--- config.mk ---
export PLATFORM = sky130hd
export DESIGN_NAME = sierpinski_curve_segment_generator_top
export DESIGN_NICKNAME = d
export VERILOG_FILES = /design/src/design/scsg_pkg.sv /design/src/design/scsg_ctrl.sv /design/src/design/scsg_dp.sv /design/src/design/sierpinski_curve_segment_generator_top.sv
export VERILOG_INCLUDE_DIRS = /design/src /design/src/design
export SDC_FILE = /design/constraint.sdc
export NUM_CORES = 1
export LEC_CHECK = 0
export BUFFER_PORTS_ARGS = -buffer_cell sky130_fd_sc_hd__clkbuf_2
export CORE_MARGIN = 2
export CORE_UTILIZATION = 60
export DETAILED_ROUTE_END_ITERATION = 16
export GPL_ROUTABILITY_DRIVEN = 0
export HOLD_SLACK_MARGIN = 0.15
export PLACE_DENSITY_LB_ADDON = 0.1
export SYNTH_ARGS = -nofsm -noshare
export SYNTH_HDL_FRONTEND = slang
export SYNTH_SLANG_ARGS = --single-unit
--- constraint.sdc ---
create_clock -name aclk -period 4.75 [get_ports aclk]
set_input_delay 0.95 -clock aclk [delete_from_list [all_inputs] [get_ports aclk]]
set_output_delay 0.95 -clock aclk [all_outputs]
set_load 0.01 [all_outputs]
--- src/design/sierpinski_curve_segment_generator_top_macros.svh ---
// Assertion helpers shared by the curve generator modules.
`ifndef SIERPINSKI_CURVE_SEGMENT_GENERATOR_TOP_MACROS_SVH
`define SIERPINSKI_CURVE_SEGMENT_GENERATOR_TOP_MACROS_SVH

// Same-cycle implication, checked out of reset.
`define SCSG_ASSERT_NOW(lbl, ante, cons, msg) \
    lbl: assert property (@(posedge aclk) disable iff (!aresetn) (ante) |-> (cons)) \
        else $error(msg);

// Next-cycle implication, checked out of reset.
`define SCSG_ASSERT_NEXT(lbl, ante, cons, msg) \
    lbl: assert property (@(posedge aclk) disable iff (!aresetn) (ante) |=> (cons)) \
        else $error(msg);

`endif

--- src/design/scsg_pkg.sv ---
`default_nettype none

package scsg_pkg;

    localparam int MAX_ORDER = 8;
    localparam int LVL_W     = $clog2(MAX_ORDER + 1);
    localparam int IDX_W     = (MAX_ORDER > 1) ? $clog2(MAX_ORDER) : 1;
    localparam int ORDER_W   = 4;
    localparam int STEP_W    = 12;
    localparam int COORD_W   = 16;
    localparam int TOP_W     = 3;

    localparam logic [LVL_W-1:0]   MAX_LVL  = LVL_W'(MAX_ORDER);
    localparam logic [ORDER_W-1:0] MAX_ORD  = ORDER_W'(MAX_ORDER);
    localparam logic [TOP_W-1:0]   TOP_LAST = 3'd3;

    typedef enum logic [1:0] {
        CFG_ORDER   = 2'd0,
        CFG_STEP    = 2'd1,
        CFG_START_X = 2'd2,
        CFG_START_Y = 2'd3
    } cfg_idx_t;

    typedef enum logic [2:0] {
        KIND_A   = 3'd0,
        KIND_B   = 3'd1,
        KIND_C   = 3'd2,
        KIND_D   = 3'd3,
        KIND_TOP = 3'd4
    } kind_t;

    typedef enum logic [2:0] {
        DIR_SE = 3'd0,
        DIR_SW = 3'd1,
        DIR_NW = 3'd2,
        DIR_NE = 3'd3,
        DIR_E  = 3'd4,
        DIR_S  = 3'd5,
        DIR_W  = 3'd6,
        DIR_N  = 3'd7
    } dir_t;

    typedef struct packed {
        logic [1:0] kind;
        logic [1:0] ph;
    } frame_t;

    typedef enum logic [5:0] {
        ST_IDLE  = 6'b000001,
        ST_CHECK = 6'b000010,
        ST_DESC  = 6'b000100,
        ST_CLIMB = 6'b001000,
        ST_MOVE  = 6'b010000,
        ST_DONE  = 6'b100000
    } state_t;

    typedef struct packed {
        logic start;
        logic push;
        logic pop;
        logic emit;
        logic write_seg;
        logic write_done;
    } cmd_t;

    typedef struct packed {
        logic finished;
        logic level_lt_ord;
        logic can_join;
        logic out_free;
    } sts_t;

    // Sub-curve drawn in slot ph of a curve of the given kind.
    function automatic logic [1:0] kid_kind(input kind_t kind, input logic [1:0] ph);
        logic [1:0] k;
        k = 2'd0;
        case (kind)
            KIND_A: begin
                case (ph)
                    2'd0: k = 2'd0;
                    2'd1: k = 2'd1;
                    2'd2: k = 2'd3;
                    default: k = 2'd0;
                endcase
            end
            KIND_B: begin
                case (ph)
                    2'd0: k = 2'd1;
                    2'd1: k = 2'd2;
                    2'd2: k = 2'd0;
                    default: k = 2'd1;
                endcase
            end
            KIND_C: begin
                case (ph)
                    2'd0: k = 2'd2;
                    2'd1: k = 2'd3;
                    2'd2: k = 2'd1;
                    default: k = 2'd2;
                endcase
            end
            KIND_D: begin
                case (ph)
                    2'd0: k = 2'd3;
                    2'd1: k = 2'd0;
                    2'd2: k = 2'd2;
                    default: k = 2'd3;
                endcase
            end
            KIND_TOP: k = ph;
            default:  k = 2'd0;
        endcase
        return k;
    endfunction

    // Joining segment after slot ph of a curve of the given kind.
    function automatic dir_t join_dir(input kind_t kind, input logic [1:0] ph);
        dir_t d;
        d = DIR_SE;
        case (kind)
            KIND_A: begin
                case (ph)
                    2'd0: d = DIR_SE;
                    2'd1: d = DIR_E;
                    2'd2: d = DIR_NE;
                    default: d = DIR_SE;
                endcase
            end
            KIND_B: begin
                case (ph)
                    2'd0: d = DIR_SW;
                    2'd1: d = DIR_S;
                    2'd2: d = DIR_SE;
                    default: d = DIR_SE;
                endcase
            end
            KIND_C: begin
                case (ph)
                    2'd0: d = DIR_NW;
                    2'd1: d = DIR_W;
                    2'd2: d = DIR_SW;
                    default: d = DIR_SE;
                endcase
            end
            KIND_D: begin
                case (ph)
                    2'd0: d = DIR_NE;
                    2'd1: d = DIR_N;
                    2'd2: d = DIR_NW;
                    default: d = DIR_SE;
                endcase
            end
            KIND_TOP: begin
                case (ph)
                    2'd0: d = DIR_SE;
                    2'd1: d = DIR_SW;
                    2'd2: d = DIR_NW;
                    default: d = DIR_NE;
                endcase
            end
            default: d = DIR_SE;
        endcase
        return d;
    endfunction

endpackage

`default_nettype wire

--- src/design/scsg_ctrl.sv ---
`default_nettype none

`include "sierpinski_curve_segment_generator_top_macros.svh"

module scsg_ctrl (
    input  wire logic          aclk,
    input  wire logic          aresetn,
    input  wire logic          s_valid,
    output logic               s_ready,
    input  wire scsg_pkg::sts_t sts,
    output scsg_pkg::cmd_t     cmd
);
    import scsg_pkg::*;

    state_t state_reg;
    state_t state_next;

    always_ff @(posedge aclk) begin
        if (!aresetn) begin
            state_reg <= ST_IDLE;
        end else begin
            state_reg <= state_next;
        end
    end

    always_comb begin
        state_next = state_reg;
        cmd        = '0;
        s_ready    = 1'b0;
        case (state_reg)
            ST_IDLE: begin
                s_ready = 1'b1;
                if (s_valid) begin
                    cmd.start  = 1'b1;
                    state_next = ST_CHECK;
                end
            end
            ST_CHECK: begin
                state_next = sts.finished ? ST_DONE : ST_DESC;
            end
            ST_DESC: begin
                // one frame pushed per cycle until the order is reached
                if (sts.level_lt_ord) begin
                    cmd.push = 1'b1;
                end else begin
                    state_next = ST_CLIMB;
                end
            end
            ST_CLIMB: begin
                if (sts.can_join) begin
                    cmd.emit   = 1'b1;
                    state_next = ST_MOVE;
                end else begin
                    cmd.pop = 1'b1;
                end
            end
            ST_MOVE: begin
                if (sts.out_free) begin
                    cmd.write_seg = 1'b1;
                    state_next    = ST_IDLE;
                end
            end
            ST_DONE: begin
                if (sts.out_free) begin
                    cmd.write_done = 1'b1;
                    state_next     = ST_IDLE;
                end
            end
            default: begin
                state_next = ST_IDLE;
            end
        endcase
    end

    `SCSG_ASSERT_NOW(a_push_below_order, cmd.push, sts.level_lt_ord, "push beyond curve order")
    `SCSG_ASSERT_NOW(a_write_slot_free, cmd.write_seg || cmd.write_done, sts.out_free,
        "result written over an untaken beat")

endmodule

`default_nettype wire

--- src/design/scsg_dp.sv ---
`default_nettype none

`include "sierpinski_curve_segment_generator_top_macros.svh"

module scsg_dp (
    input  wire logic                              aclk,
    input  wire logic                              aresetn,
    input  wire logic                              cfg_valid,
    input  wire logic [1:0]                        cfg_index,
    input  wire logic [15:0]                       cfg_data,
    input  wire logic                              s_restart,
    input  wire scsg_pkg::cmd_t                    cmd,
    output scsg_pkg::sts_t                         sts,
    output logic                                   m_valid,
    input  wire logic                              m_ready,
    output logic signed [scsg_pkg::COORD_W-1:0]    m_from_x,
    output logic signed [scsg_pkg::COORD_W-1:0]    m_from_y,
    output logic signed [scsg_pkg::COORD_W-1:0]    m_to_x,
    output logic signed [scsg_pkg::COORD_W-1:0]    m_to_y,
    output logic                                   m_last_segment,
    output logic                                   m_done_res
);
    import scsg_pkg::*;

    // configuration
    logic [ORDER_W-1:0] order_reg;
    logic [STEP_W-1:0]  step_reg;
    logic [COORD_W-1:0] start_x_reg;
    logic [COORD_W-1:0] start_y_reg;

    // walk state
    frame_t             stack_reg [MAX_ORDER];
    logic [LVL_W-1:0]   level_reg;
    logic [TOP_W-1:0]   top_reg;
    logic [COORD_W-1:0] pen_x_reg;
    logic [COORD_W-1:0] pen_y_reg;
    logic               finished_reg;
    dir_t               dir_reg;
    logic               last_pend_reg;

    // result beat
    logic               m_valid_reg;
    logic               m_valid_next;
    logic [COORD_W-1:0] from_x_reg;
    logic [COORD_W-1:0] from_y_reg;
    logic [COORD_W-1:0] to_x_reg;
    logic [COORD_W-1:0] to_y_reg;
    logic               last_reg;
    logic               done_reg;

    logic [ORDER_W-1:0] ord_sat;
    logic [LVL_W-1:0]   level_dec;
    logic [IDX_W-1:0]   top_idx;
    logic [IDX_W-1:0]   push_idx;
    frame_t             top_frame;
    kind_t              parent_kind;
    logic [1:0]         parent_ph;
    logic [COORD_W-1:0] h1;
    logic [COORD_W-1:0] h2;
    logic [COORD_W-1:0] dx;
    logic [COORD_W-1:0] dy;
    logic [COORD_W-1:0] pen_x_new;
    logic [COORD_W-1:0] pen_y_new;

    always_comb begin
        ord_sat     = (order_reg > MAX_ORD) ? MAX_ORD : order_reg;
        level_dec   = level_reg - LVL_W'(1);
        top_idx     = level_dec[IDX_W-1:0];
        push_idx    = level_reg[IDX_W-1:0];
        top_frame   = stack_reg[top_idx];
        if (level_reg == '0) begin
            parent_kind = KIND_TOP;
            parent_ph   = top_reg[1:0];
        end else begin
            parent_kind = kind_t'({1'b0, top_frame.kind});
            parent_ph   = top_frame.ph;
        end
    end

    always_comb begin
        sts.finished     = finished_reg;
        sts.level_lt_ord = level_reg < LVL_W'(ord_sat);
        sts.can_join     = (level_reg == '0) || (top_frame.ph != 2'd3);
        sts.out_free     = !m_valid_reg || m_ready;
    end

    // diagonals step h on both axes, axis segments 2h on one
    always_comb begin
        h1 = COORD_W'(step_reg);
        h2 = COORD_W'({step_reg, 1'b0});
        dx = '0;
        dy = '0;
        case (dir_reg)
            DIR_SE: begin dx = h1;      dy = h1;      end
            DIR_SW: begin dx = '0 - h1; dy = h1;      end
            DIR_NW: begin dx = '0 - h1; dy = '0 - h1; end
            DIR_NE: begin dx = h1;      dy = '0 - h1; end
            DIR_E:  begin dx = h2;      dy = '0;      end
            DIR_S:  begin dx = '0;      dy = h2;      end
            DIR_W:  begin dx = '0 - h2; dy = '0;      end
            DIR_N:  begin dx = '0;      dy = '0 - h2; end
            default: begin dx = '0;     dy = '0;      end
        endcase
        pen_x_new = pen_x_reg + dx;
        pen_y_new = pen_y_reg + dy;
    end

    always_ff @(posedge aclk) begin
        if (!aresetn) begin
            order_reg   <= ORDER_W'(1);
            step_reg    <= STEP_W'(1);
            start_x_reg <= '0;
            start_y_reg <= '0;
        end else if (cfg_valid) begin
            case (cfg_idx_t'(cfg_index))
                CFG_ORDER:   order_reg   <= cfg_data[ORDER_W-1:0];
                CFG_STEP:    step_reg    <= cfg_data[STEP_W-1:0];
                CFG_START_X: start_x_reg <= cfg_data;
                CFG_START_Y: start_y_reg <= cfg_data;
                default: ;
            endcase
        end
    end

    always_ff @(posedge aclk) begin
        if (!aresetn) begin
            level_reg     <= '0;
            top_reg       <= '0;
            pen_x_reg     <= '0;
            pen_y_reg     <= '0;
            finished_reg  <= 1'b1;
            last_pend_reg <= 1'b0;
        end else begin
            if (cmd.start && s_restart) begin
                pen_x_reg    <= start_x_reg;
                pen_y_reg    <= start_y_reg;
                level_reg    <= '0;
                top_reg      <= '0;
                finished_reg <= 1'b0;
            end
            if (cmd.push) begin
                level_reg <= level_reg + LVL_W'(1);
            end
            if (cmd.pop) begin
                level_reg <= level_dec;
            end
            if (cmd.emit) begin
                if (level_reg == '0) begin
                    top_reg       <= top_reg + TOP_W'(1);
                    last_pend_reg <= top_reg == TOP_LAST;
                    if (top_reg == TOP_LAST) begin
                        finished_reg <= 1'b1;
                    end
                end else begin
                    last_pend_reg <= 1'b0;
                end
            end
            if (cmd.write_seg) begin
                pen_x_reg <= pen_x_new;
                pen_y_reg <= pen_y_new;
            end
            if (cmd.write_done) begin
                finished_reg <= 1'b1;
            end
        end
    end

    // frame stack and latched direction
    always_ff @(posedge aclk) begin
        if (cmd.push) begin
            stack_reg[push_idx] <= '{kind: kid_kind(parent_kind, parent_ph), ph: 2'd0};
        end
        if (cmd.emit) begin
            dir_reg <= join_dir(parent_kind, parent_ph);
            if (level_reg != '0) begin
                stack_reg[top_idx] <= '{kind: top_frame.kind, ph: top_frame.ph + 2'd1};
            end
        end
    end

    always_comb begin
        m_valid_next = m_valid_reg;
        if (cmd.write_seg || cmd.write_done) begin
            m_valid_next = 1'b1;
        end else if (m_ready) begin
            m_valid_next = 1'b0;
        end
    end

    always_ff @(posedge aclk) begin
        if (!aresetn) begin
            m_valid_reg <= 1'b0;
        end else begin
            m_valid_reg <= m_valid_next;
        end
    end

    always_ff @(posedge aclk) begin
        if (cmd.write_seg) begin
            from_x_reg <= pen_x_reg;
            from_y_reg <= pen_y_reg;
            to_x_reg   <= pen_x_new;
            to_y_reg   <= pen_y_new;
            last_reg   <= last_pend_reg;
            done_reg   <= 1'b0;
        end else if (cmd.write_done) begin
            from_x_reg <= '0;
            from_y_reg <= '0;
            to_x_reg   <= '0;
            to_y_reg   <= '0;
            last_reg   <= 1'b0;
            done_reg   <= 1'b1;
        end
    end

    assign m_valid        = m_valid_reg;
    assign m_from_x       = $signed(from_x_reg);
    assign m_from_y       = $signed(from_y_reg);
    assign m_to_x         = $signed(to_x_reg);
    assign m_to_y         = $signed(to_y_reg);
    assign m_last_segment = last_reg;
    assign m_done_res     = done_reg;

    `SCSG_ASSERT_NOW(a_level_bound, 1'b1, level_reg <= MAX_LVL, "stack level past maximum order")
    `SCSG_ASSERT_NOW(a_top_end_finished, top_reg > TOP_LAST, finished_reg,
        "all diagonals drawn but pass not finished")
    `SCSG_ASSERT_NEXT(a_write_shows_beat, cmd.write_seg || cmd.write_done, m_valid_reg,
        "written result not presented")

endmodule

`default_nettype wire

--- src/design/sierpinski_curve_segment_generator_top.sv ---
// Channel  | Direction | Handshake              | Payload
// ---------+-----------+------------------------+-----------------------------------------
// cfg      | in        | cfg_valid / cfg_ready  | cfg_index, cfg_data
// s        | in        | s_valid / s_ready      | s_restart
// m        | out       | m_valid / m_ready      | m_from_x/y, m_to_x/y, m_last_segment,
//          |           |                        | m_done_res
//
// A beat past the end of a pass goes through IDLE, CHECK and DONE. A segment goes through IDLE,
// CHECK, DESC, CLIMB and MOVE, one frame pushed or popped per cycle on the way; a segment
// either descends or climbs, never both, so it moves the frame stack by at most MAX_ORDER frames.
// A new beat is taken while the previous result still waits on m; a stalled m holds the
// walk before its write. cfg is always ready.
// aresetn (synchronous, active low) clears the walk and leaves the pass ended until restart.
`default_nettype none

module sierpinski_curve_segment_generator_top (
    input  wire logic                              aclk,
    input  wire logic                              aresetn,
    input  wire logic                              cfg_valid,
    output logic                                   cfg_ready,
    input  wire logic [1:0]                        cfg_index,
    input  wire logic [15:0]                       cfg_data,
    input  wire logic                              s_valid,
    output logic                                   s_ready,
    input  wire logic                              s_restart,
    output logic                                   m_valid,
    input  wire logic                              m_ready,
    output logic signed [scsg_pkg::COORD_W-1:0]    m_from_x,
    output logic signed [scsg_pkg::COORD_W-1:0]    m_from_y,
    output logic signed [scsg_pkg::COORD_W-1:0]    m_to_x,
    output logic signed [scsg_pkg::COORD_W-1:0]    m_to_y,
    output logic                                   m_last_segment,
    output logic                                   m_done_res
);
    import scsg_pkg::*;

    cmd_t cmd;
    sts_t sts;

    assign cfg_ready = 1'b1;

    scsg_ctrl u_ctrl (
        .aclk    (aclk),
        .aresetn (aresetn),
        .s_valid (s_valid),
        .s_ready (s_ready),
        .sts     (sts),
        .cmd     (cmd)
    );

    scsg_dp u_dp (
        .aclk           (aclk),
        .aresetn        (aresetn),
        .cfg_valid      (cfg_valid),
        .cfg_index      (cfg_index),
        .cfg_data       (cfg_data),
        .s_restart      (s_restart),
        .cmd            (cmd),
        .sts            (sts),
        .m_valid        (m_valid),
        .m_ready        (m_ready),
        .m_from_x       (m_from_x),
        .m_from_y       (m_from_y),
        .m_to_x         (m_to_x),
        .m_to_y         (m_to_y),
        .m_last_segment (m_last_segment),
        .m_done_res     (m_done_res)
    );

endmodule

`default_nettype wire

# [Yosys cells after proc, flatten, opt, wreduce, memory -nomap -nowiden]
# Memories as Yosys holds them, arrays and structs flattened.
# Cells that the tools add are included.
[word_totals] elab_cells=154 mem_bits_rw=32 register_bits=165 n_memories=1
[classes] eq_ne=28 n_mux=66 reduce_logical=29 add_sub_neg=8 order_cmp=2 n_bitwise=1
[mem_list] name="u_dp.stack_reg" depth=8 width=4 read_ports=1 rd_clocked_by_memory_dff=0 write_ports=1 line_no="scsg_dp.sv:32" text="frame_t stack_reg [MAX_ORDER];"
[op_table] op="$pmux W16 S5" count=2
[op_table] op="$mux W16" count=9
[op_table] op="$add A16 B16 Y16" count=2
[op_table] op="$mux W6" count=5
[op_table] op="$pmux W6 S5" count=1
[op_table] op="$mux W1" count=25
[op_table] op="$mux W4" count=5
[op_table] op="$pmux W3 S3" count=2
[op_table] op="$pmux W2 S2" count=4
[op_table] op="$reduce_or A2 Y1" count=8
[op_table] op="$eq A3 B2 Y1 const B" count=5
[op_table] op="$eq A3 B3 Y1 const B" count=5
[op_table] op="$mux W3" count=5
[op_table] op="$pmux W3 S5" count=1
[op_table] op="$sub A1 B13 Y14 const A" count=1
[op_table] op="$sub A1 B12 Y13 const A" count=1
[op_table] op="$pmux W3 S2" count=2
[op_table] op="$pmux W2 S5" count=1
[op_table] op="$ne A2 B2 Y1 const B" count=4
[op_table] op="$reduce_and A2 Y1" count=4
[op_table] op="$eq A2 B2 Y1 const B" count=3
[op_table] op="$eq A3 B1 Y1 const B" count=2
[op_table] op="$eq A6 B1 Y1 const B" count=1
[op_table] op="$eq A6 B2 Y1 const B" count=1
[op_table] op="26 further kinds" count=35

# [Depth between registers and ports, before layout]
# An unclocked memory read counts as a cell.
[logic_depth] word_depth=10 mapped_depth=17 mapped_depth_nobuf=17

# [Modules after synthesis]
# A second synthesis with hierarchy kept.
[unflattened] cells_unflattened=1123 area_unflattened_um2=10581.4
[by_module_without_submodules] mod="scsg_dp" cells_per_inst=1085 area_each_um2=10213.5 seq_area_each_um2=4824.6 n_inst=1
[by_module_without_submodules] mod="scsg_ctrl" cells_per_inst=36 area_each_um2=356.6 seq_area_each_um2=120.1 n_inst=1
[by_module_without_submodules] mod="sierpinski_curve_segment_generator_top" cells_per_inst=2 area_each_um2=11.3 seq_area_each_um2=0.0 n_inst=1

# [Worst setup path before layout]
# OpenSTA, ideal clock, no wires.
[synth_timing] kind="flip-flop to flip-flop" start="reg u_dp.step_reg[0]" end="reg u_dp.pen_x_reg[14]" period_less_slack_ns=3.890 path_slack_ns=0.860 arrival_ns=3.775 setup_time_ns=0.115 path_buffers=0 stages_incl_launch_ff=17 path_cell_list="dfxtp_1 > inv_1 > ha_1 > nor4b_1 > nand2_1 > nor3_1 > nand2b_1 > xor2_1 > o22ai_1 > ha_1 > and2_1 > a311o_1 > a22o_1 > a311o_1 > a211oi_1 > nor3_1 > o21a_1"
[synth_via] elab_chain_len=4 elab_cells_between_ends=5 classes_between="add/sub (3); mux (2)"
[synth_lines] element="start: declaration" line_no="scsg_dp.sv:27" text="logic [STEP_W-1:0] step_reg;"
[synth_lines] element="start signal: assignment" line_no="scsg_dp.sv:117" text="CFG_STEP: step_reg <= cfg_data[STEP_W-1:0];"
[synth_lines] element="$sub A1 B13 Y14 / $sub A1 B12 Y13 (equally long branches)" line_no="scsg_dp.sv:100, scsg_dp.sv:95, scsg_dp.sv:96"
[synth_lines] element="$pmux W16 S5 (*)" line_no="scsg_dp.sv:93" text="case (dir_reg)"
[synth_lines] element="$add A16 B16 Y16 (*)" line_no="scsg_dp.sv:104" text="pen_x_new = pen_x_reg + dx;"
[synth_lines] element="$mux W16 (*)" line_no="scsg_dp.sv:158" text="if (cmd.write_seg) begin"
[synth_lines] element="end signal: assignment" line_no="scsg_dp.sv:135" text="pen_x_reg <= start_x_reg;"
[synth_lines] element="end signal: assignment" line_no="scsg_dp.sv:159" text="pen_x_reg <= pen_x_new;"
[synth_lines] element="end: declaration" line_no="scsg_dp.sv:35" text="logic [COORD_W-1:0] pen_x_reg;"
# Mark *: on every way between the ends. The rest lies on a longest branch, timed or not.
# A chain may end at the register's enable or synchronous reset.

# [Final worst setup path]
# Same ends and word-level chain as after synthesis.

==> results.md <==
* Flops & latches, synth at 197
* Type of origin of the critical path: flip-flop
* Critical Path RT at between 5000 and 6000 ps
* Synthesized Nets at about 1200
* Ys flop type: edfxtp_1
* WS Path Type: flip-flop to flip-flop
* Worst-path maximum fanout at 7
* Final Hold Fails at 0
* Cts bufs inserted at 17
* Post CTS Setup Buffer Count at 0
* Syn_area_per_cell at ~9.4 µm²
* Worst-Skew Late Latency at between 400 and 500 ps
* Mean routed wirelength per cell at roughly 17 µm
* Most common cell after layout, fill and taps aside: nand2_1
* Reg power frac at 52.5%
* Worst Setup SP: u_dp.step_reg[0]
* GRT Residual Overflow at 0
* N_diodes at 0
* Hold depth at 2
* Std-Cell Rows at between 40 and 50
* Worst path arrival time at 4640 ps
* Core Area at about 0.017 mm²
* Remaining antenna violation count at 0
* Root Buffer: clkbuf_16
* Cell count after synthesis at 1126
* Fraction of registers with async set/reset at 0%
* RSZ-0062 raised after global routing: false
* Worst-Margin Slew at 1190 ps
* Power, Total at 0.00346 W
* Post-Synthesis Cell Area at about 0.011 mm²
* LEAKAGE at 4.75 nW
* H-tree Lvls at 4
* Commonest cells after routing, fill and taps aside: nand2_1, edfxtp_1, dfxtp_1
* Switch share at 25.2%
* Post-DP HPWL at 17200 µm
* Worst hold start: u_dp.m_done_res
* Net Sw Power at around 0.00087 W
* Max layer used: met4
* Max_slew headroom at approximately a fifth
* Power per cell area at 295 mW/mm²
* Nets at roughly 1300
* Max stage delay on crit path at between 300 and 400 ps
* Area growth, synth to finish at 10.7%
* Slowest-stage cell, CP: ha_1
* Final WL at around 24000 µm
* Clk_skew at 13.9 ps
* Post-route setup TNS at 0 ps
* Post-synth EDFFs at 100
* DR WL met2 at 12300 µm
* Fin. max-slew vios at 0
* GRT Total Usage at 26.5%
* Number of flip-flops in the largest register at 32
* I/O pin count at 93
* Post-CTS Hold Buffers at 0
* Internal at 0.00258 W
* Die span in y at roughly 140 µm
* CTS sink cnt at approximately 200
* Drt first pass iters at 5
* Period utilisation layout at 90.6%
* Synth cell types at 67
* Clock-pin slew on the worst setup and hold paths at ~70 ps
* Final Critical Period at ~4300 ps
* Die width at about 140 µm
* # Max-Cap Violations at 0
* Clock Power Share at roughly 40%
* Via count at 8312
* Met1 Wirelength at slightly above 10000 µm
* Detailed router's first-iteration violation count at 500
* Initial Util at approximately three fifths
* R2R depth at 17
* Reg-to-reg startpoint: u_dp.step_reg[0]
* Clk buf depth at 2
* Hold Path Class: flip-flop to flip-flop
* CP Capture Type: flip-flop
* Initial antenna violation count at 0
* First-pass GRT wire length at 38800 µm
* Sequential share of the synthesized area at a little under half
* Status: finished, final reports clean
* CTS tree: yes
* Remaining routing DRC violations at 0
* # setup viols final at 0
* Yosys warnings at 0
* CP cell instances: inv_1 -> ha_1 -> nor4b_1 -> buf_4 -> nand2_1 -> nor3_1 -> nand2b_1 -> xor2_1 -> o22ai_1 -> ha_1 -> and2_1 -> a311o_1 -> a22o_1 -> a311o_1 -> a211oi_1 -> nor3_1 -> o21a_1
* Die ar. at 0.0187 mm²
* Vias per inst at between 5 and 6
* Share of cells above drive strength 1 at between 10% and 20%
* Fmax achieved at between 200 and 250 MHz
* Met3 WL at roughly 1300 µm
* Largest net degree at the start of global routing at 41
* Peak supply drop at approximately 270 µV
* Post_cts resized at 0
* Number of global-route vias before repair at around 7700
* Combinational fraction of design power at ~7%
* # port buffers at 91
-- per-layer routing --
layer	track usage [%]	vias to the layer above
met4	7.10	0
met3	5.59	36
met2	46.4	235
met5	0	-
met1	33.0	3959
li1	-	4082
-- area by class of cell --
class                      instances  area (µm²)
clock inverter                    15         145
fill                            1369        5560
multi-input combinational        832        5280
inverter                          27         101
clock buffer                      17         425
sequential                       197        4940
timing repair buffer             104         553
tap                              225         282
-- synthesized netlist by cell type (22+ instances only) --
master	count	area, µm²
nand2_1	185	694
edfxtp_1	100	3000
dfxtp_1	97	1940
nor2_1	85	319
a21oi_1	66	330
clkbuf_1	60	225
ha_1	47	588
a21boi_0	46	345
and2_1	46	288
o21a_1	32	240
o21ai_0	29	145
xnor2_1	29	254
inv_1	27	101
o22ai_1	25	156
nor3_1	22	110
-- per-stage QoR --
stage	instance area (µm²)	hold WS [ps]	util (%)	setup WS, ps	std cells
finish	11700	450	67.8	446	1417
global route	11700	480	67.8	223	1417
CTS	11700	454	67.8	502	1417
detailed placement	11200	442	64.5	543	1385
global placement	11200	439	64.5	680	1385
floorplan	10600	432	-	860	1126
-- worst paths after layout --
check | to | slack [ps]
hold reg to reg | u_dp.m_done_res | 450
setup reg to reg | u_dp.pen_x_reg[14] | 450
setup / recovery | u_dp.pen_x_reg[14] | 450
hold / removal | u_dp.m_done_res | 450
-- logic make-up after synthesis --
group           count (synthesis)  share of synthesized area (%)
xor+xnor                       48                           3.97
other cells                     1                         0.0354
flops                         197                           46.6
simple gates                  437                           19.4
mux                            24                           3.23
compound gates                273                           17.2
buf+inv                        97                           3.58
fa+ha+maj                      49                           5.92
-- power by group through the flow --
stage / Sequential, W / Combinational, W / Clock (W)
finish: 0.00182 / 0.000244 / 0.00140
global placement: 0.00185 / 0.000238 / 0
detailed placement: 0.00185 / 0.000242 / 0
floorplan: 0.00184 / 0.000180 / 0
global route: 0.00182 / 0.000271 / 0.00148
CTS: 0.00181 / 0.000243 / 0.00142
-- worst max-delay path, delay by kind of cell, from the launching register on --
| kind | cells | cell delay (ps) |
|---|---|---|
| xor+xnor | 1 | 190 |
| simple gates | 6 | 1140 |
| compound gates | 6 | 1560 |
| buf+inv | 2 | 320 |
| flops | 1 | 340 |
| fa+ha+maj | 2 | 650 |
(Power assumes the default switching activity.)
